===== src/rtl/core/irn_pkg.sv =====
`timescale 1ns / 1ps

package irn_pkg;

	localparam int CFG_IDX_W = 2;
	localparam int CFG_DATA_W = 16;

	localparam logic [CFG_IDX_W-1:0] REG_COS = 2'd0;
	localparam logic [CFG_IDX_W-1:0] REG_SIN = 2'd1;
	localparam logic [CFG_IDX_W-1:0] REG_WIDTH = 2'd2;
	localparam logic [CFG_IDX_W-1:0] REG_HEIGHT = 2'd3;

	localparam logic CMD_WRITE = 1'b0;
	localparam logic CMD_READ = 1'b1;

	localparam int TRIG_W = 16;
	localparam int DIM_W = 8;
	localparam int COORD_W = 7;
	localparam int PIXEL_W = 32;
	localparam int HALF_W = 9;
	localparam int PROD_W = HALF_W + TRIG_W;
	localparam int NUM_W = 28;
	localparam int FRAC_BITS = 15;
	localparam int ONE_SHIFT = 14;
	localparam int LIN_W = 21;

	localparam logic signed [TRIG_W-1:0] COS_RESET = 16'sd16384;
	localparam logic signed [TRIG_W-1:0] SIN_RESET = 16'sd0;

	typedef struct packed {
		logic wr_en;
		logic capture;
		logic mul_en;
		logic sum_en;
		logic coord_en;
		logic load_out;
	} irn_ctl_t;

	typedef struct packed {
		logic out_free;
	} irn_stat_t;

endpackage


===== src/rtl/core/irn_ctrl.sv =====
`timescale 1ns / 1ps

module irn_ctrl (
	input  logic              clk,
	input  logic              arst_n,
	input  logic              in_valid,
	input  logic              cmd,
	output logic              in_stall,
	output irn_pkg::irn_ctl_t ctl,
	input  irn_pkg::irn_stat_t stat
);
	import irn_pkg::*;

	typedef enum logic [4:0] {
		S_IDLE  = 5'b00001,
		S_MUL   = 5'b00010,
		S_SUM   = 5'b00100,
		S_COORD = 5'b01000,
		S_DONE  = 5'b10000
	} state_t;

	state_t state_q;
	state_t state_d;
	logic   accept;

	assign in_stall = (state_q != S_IDLE);
	assign accept = in_valid && (state_q == S_IDLE);

	always_comb begin
		state_d = state_q;
		ctl = '0;
		case (state_q)
			S_IDLE: begin
				if (accept) begin
					if (cmd == CMD_READ) begin
						ctl.capture = 1'b1;
						state_d = S_MUL;
					end else begin
						ctl.wr_en = 1'b1;
					end
				end
			end
			S_MUL: begin
				ctl.mul_en = 1'b1;
				state_d = S_SUM;
			end
			S_SUM: begin
				ctl.sum_en = 1'b1;
				state_d = S_COORD;
			end
			S_COORD: begin
				ctl.coord_en = 1'b1;
				state_d = S_DONE;
			end
			S_DONE: begin
				if (stat.out_free) begin
					ctl.load_out = 1'b1;
					state_d = S_IDLE;
				end
			end
			default: begin
				state_d = S_IDLE;
			end
		endcase
	end

	always_ff @(posedge clk or negedge arst_n) begin
		if (!arst_n) begin
			state_q <= S_IDLE;
		end else begin
			state_q <= state_d;
		end
	end

endmodule


===== config.mk =====
export PLATFORM = sky130hd
export DESIGN_NAME = irn_ctrl
export DESIGN_NICKNAME = d
export VERILOG_FILES = /design/src/rtl/core/irn_pkg.sv /design/src/rtl/core/irn_ctrl.sv
export SDC_FILE = /design/constraint.sdc
export NUM_CORES = 1
export LEC_CHECK = 0
export BUFFER_PORTS_ARGS = -buffer_cell sky130_fd_sc_hd__buf_2
export CAP_MARGIN = 20
export CORE_AREA = 2 2 39 41
export CTS_BUF_LIST = sky130_fd_sc_hd__clkbuf_16
export DETAILED_ROUTE_END_ITERATION = 12
export DIE_AREA = 0 0 41 43
export GPL_TIMING_DRIVEN = 0
export SYNTH_ARGS = -nofsm -noshare
export SYNTH_HDL_FRONTEND = slang
export SYNTH_SLANG_ARGS = --single-unit

===== constraint.sdc =====
create_clock -name clk -period 1.3 [get_ports clk]
set_input_delay 0.26 -clock clk [delete_from_list [all_inputs] [get_ports clk]]
set_output_delay 0.26 -clock clk [all_outputs]
set_load 0.005 [all_outputs]

==> reports/results.ini, run 1 <==
[status]
status=finished with violations
violations=negative setup slack

[power_and_ir_drop]
ir_worst_vdd_v=0.00109
p_clk_share_pct=65.1
p_comb_share_pct=12.0
leakage_uw=0.000263
power.total_uw=756
power.internal_uw=613
seq_power_share_pct=22.9
swShare_pct=18.9
power_density_mw_per_mm2=1330
p_switching_uw=143

[setup_path]
end_kind=output port
required_ns=1.04
start_kind=flop
cp_max_fo=5
arrival_ns=1.26
crit_type=reg2out

[clocking]
cts.path.max_buffers=2
clk_latency_ns=0.23
htreeDepth=1
cts_tree=done
clkSinkCount=5
path_clk_slew_ns=0.03
numCtsBuffers=3
root_buffer=clkbuf_16

[cells_and_area]
fillers=141
area_growth_syn_to_layout_pct=106
final_cell_mix=buf_2, buf_4, clkbuf_16, dfrtp_2
top_regs=state_q (5)
regMostFlops=state_q
multi_input_area_um2=211
mostFrequentLayoutCell=buf_2
layout.nets=55
instances_no_fill=65
diodes=0
largest_reg_flops=5
drive_gt1_share_pct=75.5
seq_area_um2=130

[placement]
dpl.hpwl_um=427
routabilityCongestion=0.682
dp.cells=55
io_buffers=11

[yosys]
ys_warn_count=0
ys_ff_latch=5
syn_nets=33
ys_types=18
syn_inst=28
syn-cell-area_um2=277
yosysSeqAreaShare_pct=45.7
syn_area_per_cell_um2=9.88

[flow_run]
drv_cap=0

[route]
vias=302
drtIter0Drc=1
ant_nets=0
first_pass_iters=2
drc=0
via_per_inst=4.65
drt_wl_total_um=772
wl_per_cell_um=11.9

[sta]
worst_pin_slew_ns=0.233
fin_crit_sh_pct=117
rsz0062_at_grt=true
finalHoldViolCount=0
setup_viol=8
drv_slew=0
finClkSkew_ns=0.000526
slew_headroom_pct=84.3
max_freq_mhz=657
min_period_ns=1.52
setup_ws_ns=-0.222

[global_routing]
met2_usage_pct=18.1
antenna_found_initial=0
grt-ovfl-total=0
globalRouteMet1Util_pct=12.5
grt_pass1_vias=323
grt_max_degree=7
busiest_layer=met2
grt_pass1_wl_mm=1.34
track_usage_pct=12.4
grt_use_met3_pct=7.85

[floorplanning]
rows=14
ios=12
core-area_mm2=0.00138
fp.dieH_um=43
start_util_pct=20.0
dieWidth_um=41
die-area_mm2=0.00176

[min_path]
hp-class=in2reg

-- cell type report --
type / instances / area share [%]
multi-input combinational: 20 / 37.1
sequential: 5 / 22.9
timing repair buffer: 19 / 22.0
inverter: 1 / 0.659
clock inverter: 1 / 0.659
clock buffer: 3 / 13.2
tap: 16 / 3.52
-- power by group through the flow --
stage,Sequential [µW],Clock (µW),Combinational (µW)
finish,173,492,90.7
global route,174,516,101
CTS,174,504,79.2
detailed placement,175,0,57.1
global placement,175,0,57.0
floorplan,173,0,33.8
-- layer usage --
layer,vias up,part of all wire (%)
li1,146,-
met1,142,33
met2,12,55
met3,2,10
met4,0,1.8
met5,-,0
-- cell usage after synthesis --
library cell	instances	area, µm²
a211oi_1	1	7.51
a311oi_1	1	8.76
and3b_1	2	17.5
and4_1	2	17.5
buf_4	1	7.51
clkbuf_1	1	3.75
dfrtp_1	4	100
dfstp_2	1	26.3
inv_1	1	3.75
nand2_1	2	7.51
nand2b_1	1	6.26
nor2b_1	1	6.26
nor3_1	3	15.0
nor3b_1	1	7.51
nor4_1	3	18.8
o21a_1	1	7.51
or2_2	1	6.26
or3b_1	1	8.76
-- metrics by stage --
stage	hold slack, ns	utilization (%)	setup WS [ns]	setup TNS, ns	cell area (µm²)
6_report	0.317	41.1	-0.222	-1.27	569
5_1_grt	0.330	41.1	-0.300	-1.80	569
4_1_cts	0.316	38.7	-0.229	-1.29	536
3_5_place_dp	0.0786	26.2	-0.143	-0.615	363
3_3_place_gp	0.0732	26.2	-0.116	-0.608	363
2_1_floorplan	-0.0356	-	0.0259	0	288
-- worst paths after layout --
check / start / endpoint / slack (ns) / cells after the start
worst min register to register: state_q[2] / state_q[4] / 0.53 / 1
worst min-delay path: in_valid / state_q[1] / 0.32 / 2
worst max register to register: state_q[3] / state_q[0] / -0.09 / 4
min in group asynchronous: arst_n / state_q[2] / 0.38 / 2
max in group asynchronous: arst_n / state_q[0] / 0.71 / 2
worst max-delay path: state_q[4] / ctl[5] / -0.22 / 4
-- kinds of logic after synthesis --
kind of cell    Yosys count  share of synthesized area [%]
simple gates             17                           40.3
flops                     5                           45.7
compound gates            3                           8.60
buf+inv                   3                           5.43
-- critical path, cell delays in order, from the launching register on --
cell and delay (ns):
dfrtp_2 0.41, nor3_4 0.26, nand2_2 0.09, nor3b_2 0.15, buf_2 0.12
-- timing repair --
action,in CTS,in global routing
hold endpoints to repair,4,0
hold buffers,1,0
setup buffers,5,2
gates resized for setup,15,3
pin swaps,8,3
endpoints found under the setup margin,8,8
No activity file was read; power rests on OpenSTA's default activity.
==> inputs of run 2 (changes only) <==
==> constraint.sdc (replaced) <==
create_clock -name clk -period 1.5 [get_ports clk]
set_input_delay 0.3 -clock clk [delete_from_list [all_inputs] [get_ports clk]]
set_output_delay 0.3 -clock clk [all_outputs]
set_load 0.005 [all_outputs]
==> reports/results.ini, run 2 (synthesis gave the netlist of run 1 again) <==
[floorplanning]
fp.dieH_um=43
dieWidth_um=41
start_util_pct=20.0
core-area_mm2=0.00138
die-area_mm2=0.00176
rows=14
ios=12

[placement]
io_buffers=11
dpl_cell_area_um2=352
place_ws_ns=-0.0654
routabilityCongestion=0.669
dp.cells=55
dpl.hpwl_um=429

[route]
drc=0
vias=326
first_pass_iters=4
via_per_inst=4.79
ant_nets=0
drt_wl_total_um=786
drtIter0Drc=8
wl_per_cell_um=11.6

[cells_and_area]
finalInstanceArea_um2=608
area_growth_syn_to_layout_pct=120
diodes=0
instances_no_fill=68
final_cell_mix=buf_2, buf_4, buf_6
mostFrequentLayoutCell=buf_2
largest_reg_flops=5
fillers=132
layout.nets=58
regMostFlops=state_q
final_util_pct=43.9
drive_gt1_share_pct=75.0
top_regs=state_q (5)

[sta]
fin_crit_sh_pct=105
min_period_ns=1.57
drv_slew=0
finClkSkew_ns=0.00128
max_freq_mhz=636
slew_headroom_pct=80.7
setup_ws_ns=-0.0718
timing.hold.ws_ns=0.365
worst_pin_slew_ns=0.287
finalHoldViolCount=0
setup_viol=4
rsz0062_at_grt=true

[power_and_ir_drop]
ir_worst_vdd_v=0.00103
leakage_uw=0.000287
power_density_mw_per_mm2=1110

[min_path]
hp-class=in2reg

[setup_path]
arrival_ns=1.27
start_kind=flop
end_kind=output port
required_ns=1.20
cp_max_fo=4
ff2ff_setup_slack_ns=0.01
crit_type=reg2out

[global_routing]
grt_max_degree=7
grt_pass1_wl_mm=1.26
antenna_found_initial=0
track_usage_pct=11.1
grt_pass1_vias=325
grt-ovfl-total=0

[status]
violations=negative setup slack
status=finished with violations

[clocking]
clk_latency_ns=0.23
root_buffer=clkbuf_16
numCtsBuffers=3
cts.path.max_buffers=2
path_clk_slew_ns=0.03
cts_tree=done
clkSinkCount=5
htreeDepth=1

[flow_run]
drv_cap=0

[run 2: layout make-up]
| cell class | count | area, µm² | area share [%] |
|---|---|---|---|
| repair buffers | 22 | 161 | 26.5 |
| clock inverters | 1 | 3.75 | 0.617 |
| multi-input cells | 20 | 214 | 35.2 |
| clock buffers | 3 | 75.1 | 12.3 |
| well taps | 16 | 20.0 | 3.29 |
| flip-flops and latches | 5 | 130 | 21.4 |
| inverters | 1 | 3.75 | 0.617 |
[run 2: critical path, cell delays in order (launching register included)]
cell and delay [ns]:
dfstp_2 0.54, nor2b_4 0.16, nand2_2 0.07, nor3b_2 0.15, buf_2 0.13
[run 2: metrics by stage]
stage / TNS, ns / total power [µW]
6_report: -0.183 / 677
3_5_place_dp: -0.128 / 200
3_3_place_gp: -0.0973 / 200
5_1_grt: -0.577 / 708
2_1_floorplan: 0 / 178
4_1_cts: -0.222 / 661
[run 2: timing repair]
action | CTS | global route
pin swaps | 5 | 5
setup buffers | 5 | 5
gates resized for setup | 11 | 13
setup endpoints to repair | 7 | 7
hold endpoints to repair | 4 | 0
hold buffers | 1 | 0
[run 2: power breakdown]
part | switching (µW) | internal (µW)
Combinational | 41.3 | 58.5
Clock | 82.3 | 345
Sequential | 5.87 | 144
Total | 130 | 548
[run 2: path summary, 6_finish.rpt]
path,startpoint,endpoint,cells past startpoint
setup / recovery,state_q[0],ctl[5],4
min in group asynchronous,arst_n,state_q[2],2
max in group asynchronous,arst_n,state_q[0],2
hold reg to reg,state_q[0],state_q[2],1
hold / removal,in_valid,state_q[1],2
setup reg to reg,state_q[3],state_q[0],4
[run 2: routing by layer]
layer | GRT usage (%) | up-vias | part of all wire (%)
met5 | 0 | - | 0
met4 | 6.00 | 0 | 1.0
met3 | 7.33 | 2 | 11
met2 | 16.6 | 21 | 50
met1 | 11.1 | 148 | 37
li1 | - | 155 | -
==> inputs of run 3 (changes only) <==
--- a/config.mk
+++ b/config.mk
@@ -5,6 +5,7 @@
 export SDC_FILE = /design/constraint.sdc
 export NUM_CORES = 1
 export LEC_CHECK = 0
+export ABC_AREA = 1
 export BUFFER_PORTS_ARGS = -buffer_cell sky130_fd_sc_hd__buf_2
 export CAP_MARGIN = 20
 export CORE_AREA = 2 2 39 41
@@ -12,6 +13,7 @@
 export DETAILED_ROUTE_END_ITERATION = 12
 export DIE_AREA = 0 0 41 43
 export GPL_TIMING_DRIVEN = 0
+export SKIP_CTS_REPAIR_TIMING = 1
 export SYNTH_ARGS = -nofsm -noshare
 export SYNTH_HDL_FRONTEND = slang
 export SYNTH_SLANG_ARGS = --single-unit
==> reports/results.ini, run 3 <==
[status]
status=finished with violations
violations=negative setup slack

[floorplanning]
rows=14
die-area_mm2=0.00176
ios=12
dieWidth_um=41
fp.dieH_um=43
start_util_pct=22.0
core-area_mm2=0.00138

[min_path]
hp-class=in2reg
hold_end=state_q[0]
whs_path_depth=4
min_from=in_valid

[clocking]
cts.path.max_buffers=2
root_buffer=clkbuf_16
numCtsBuffers=3
clk_latency_ns=0.23
clkSinkCount=5
htreeDepth=1
path_clk_slew_ns=0.03
cts_tree=done

[placement]
place_ws_ns=0.112
io_buffers=11
dpl.hpwl_um=490
dp.cells=68
routabilityCongestion=0.628

[cells_and_area]
layout.nets=65
top_regs=state_q (5)
drive_gt1_share_pct=42.4
mostFrequentLayoutCell=inv_1
area_growth_syn_to_layout_pct=63.4
fillers=148
instances_no_fill=75
regMostFlops=state_q
final_cell_mix=inv_1, buf_2, nor2_1, nand2_1, dfrtp_1
largest_reg_flops=5
diodes=0

[route]
ant_nets=0
drtIter0Drc=4
first_pass_iters=2
vias=302
wl_per_cell_um=8.89
drt_wl_total_um=667
drc=0
via_per_inst=4.03

[sta]
slew_headroom_pct=88.9
fin_crit_sh_pct=107
finalHoldViolCount=0
min_period_ns=1.60
worst_pin_slew_ns=0.167
max_freq_mhz=624
rsz0062_at_grt=true
setup_viol=3
drv_slew=0
setup_ws_ns=-0.103
finClkSkew_ns=0.00181

[global_routing]
grt_max_degree=6
grt_pass1_vias=275
grt-ovfl-total=0
track_usage_pct=9.91
antenna_found_initial=0
grt_pass1_wl_mm=1.10

[yosys]
synth_compound_area_share_pct=0
synth_top_family_by_area=simple AND/OR/NAND/NOR gates
syn-cell-area_um2=304
synthTopCellsByArea=dfrtp_1, inv_1, dfstp_2, nand2_1, nor2_1
synth_edf_count=0
synth-simple-area-share_pct=42.4
synth_xor_area_share_pct=0
syn_inst=41
ys_top_cells_by_count=inv_1, nand2_1, nor2_1, dfrtp_1
ys_warn_count=0
synthMostInstantiatedCell=inv_1
synth_ff_type=dfrtp_1
syn_area_per_cell_um2=7.42
syn_nets=46
synth_top_area_share_pct=32.9
yosysSeqAreaShare_pct=41.6
synth_fa_ha_area_share_pct=0
synthMuxAreaShare_pct=0
yosys.area.top_type=dfrtp_1
async_reset_ff_share_pct=100
ys_types=13
ys_ff_latch=5

[setup_path]
start_kind=flop
ff2ff_setup_slack_ns=0.32
crit_type=reg2out
required_ns=1.20
cp_max_fo=3
r2r_end=state_q[0]
r2r_cells=8
timing.rr.start=state_q[0]
arrival_ns=1.30
end_kind=output port

[power_and_ir_drop]
power.total_uw=1070
leakage_uw=0.000314
power_density_mw_per_mm2=2160
ir_worst_vdd_v=0.000558

[flow_run]
drv_cap=0

run 3: cell count changes in the layout (fill, tap and decap cells not counted), sizes merged, moves of 2 or more:
cell	previous run	this run
and3b	2	0
nor3	3	0
and4	2	0
nand3	0	4
buf	21	14
inv	2	12
nor2	0	9
nand4	0	3
nand2	2	7
nor4	3	0
run 3: cells by family (layout without fill, tap and decap cells):
group | Yosys count | after routing
buf+inv | 12 | 30
simple gates | 24 | 24
flops | 5 | 5
run 3: metal layers:
metal  part of all wire [%]  track usage, %  up-vias
met5                      0               0        -
li1                       -               -      163
met4                      0            8.00        0
met1                     38            10.5      133
met3                    4.8            4.71        0
met2                     57            14.1        6
run 3: through the flow:
stage	util (%)	TNS (ns)	hold WS [ns]	instance area [µm²]
floorplan	-	0	0.00441	304
global placement	27.4	0	0.115	379
detailed placement	27.4	0	0.117	379
CTS	33.1	-0.300	-0.122	458
global route	35.9	-0.603	0.413	497
finish	35.9	-0.246	0.370	497
run 3: worst max path at each step:
stage	from	end	slack (ns)
floorplan	state_q[0]	ctl[5]	0.24
global placement	state_q[0]	ctl[5]	0.13
detailed placement	state_q[0]	ctl[5]	0.11
CTS	state_q[0]	ctl[5]	-0.14
global route	state_q[1]	ctl[4]	-0.19
finish	state_q[0]	ctl[4]	-0.10
run 3: critical path, cell delays in order (launching register included):
cell and delay (ns):
dfstp_2 0.53, inv_2 0.05, nor2_4 0.08, nand4_1 0.15, nand2_2 0.11, nor2_1 0.04
buf_2 0.11
run 3: final cells by class:
cell class / instances / area (µm²) / area share, %
multi-input cells: 24 / 136 / 27.5
flip-flops and latches: 5 / 126 / 25.4
repair buffers: 15 / 93.8 / 18.9
clock buffers: 3 / 75.1 / 15.1
inverters: 11 / 41.3 / 8.31
well taps: 16 / 20.0 / 4.03
clock inverters: 1 / 3.75 / 0.756
run 3: report_power, final:
group	total [µW]	internal [µW]	switching, µW
logic	410	191	219
registers	232	188	43.4
clock network	430	345	84.6
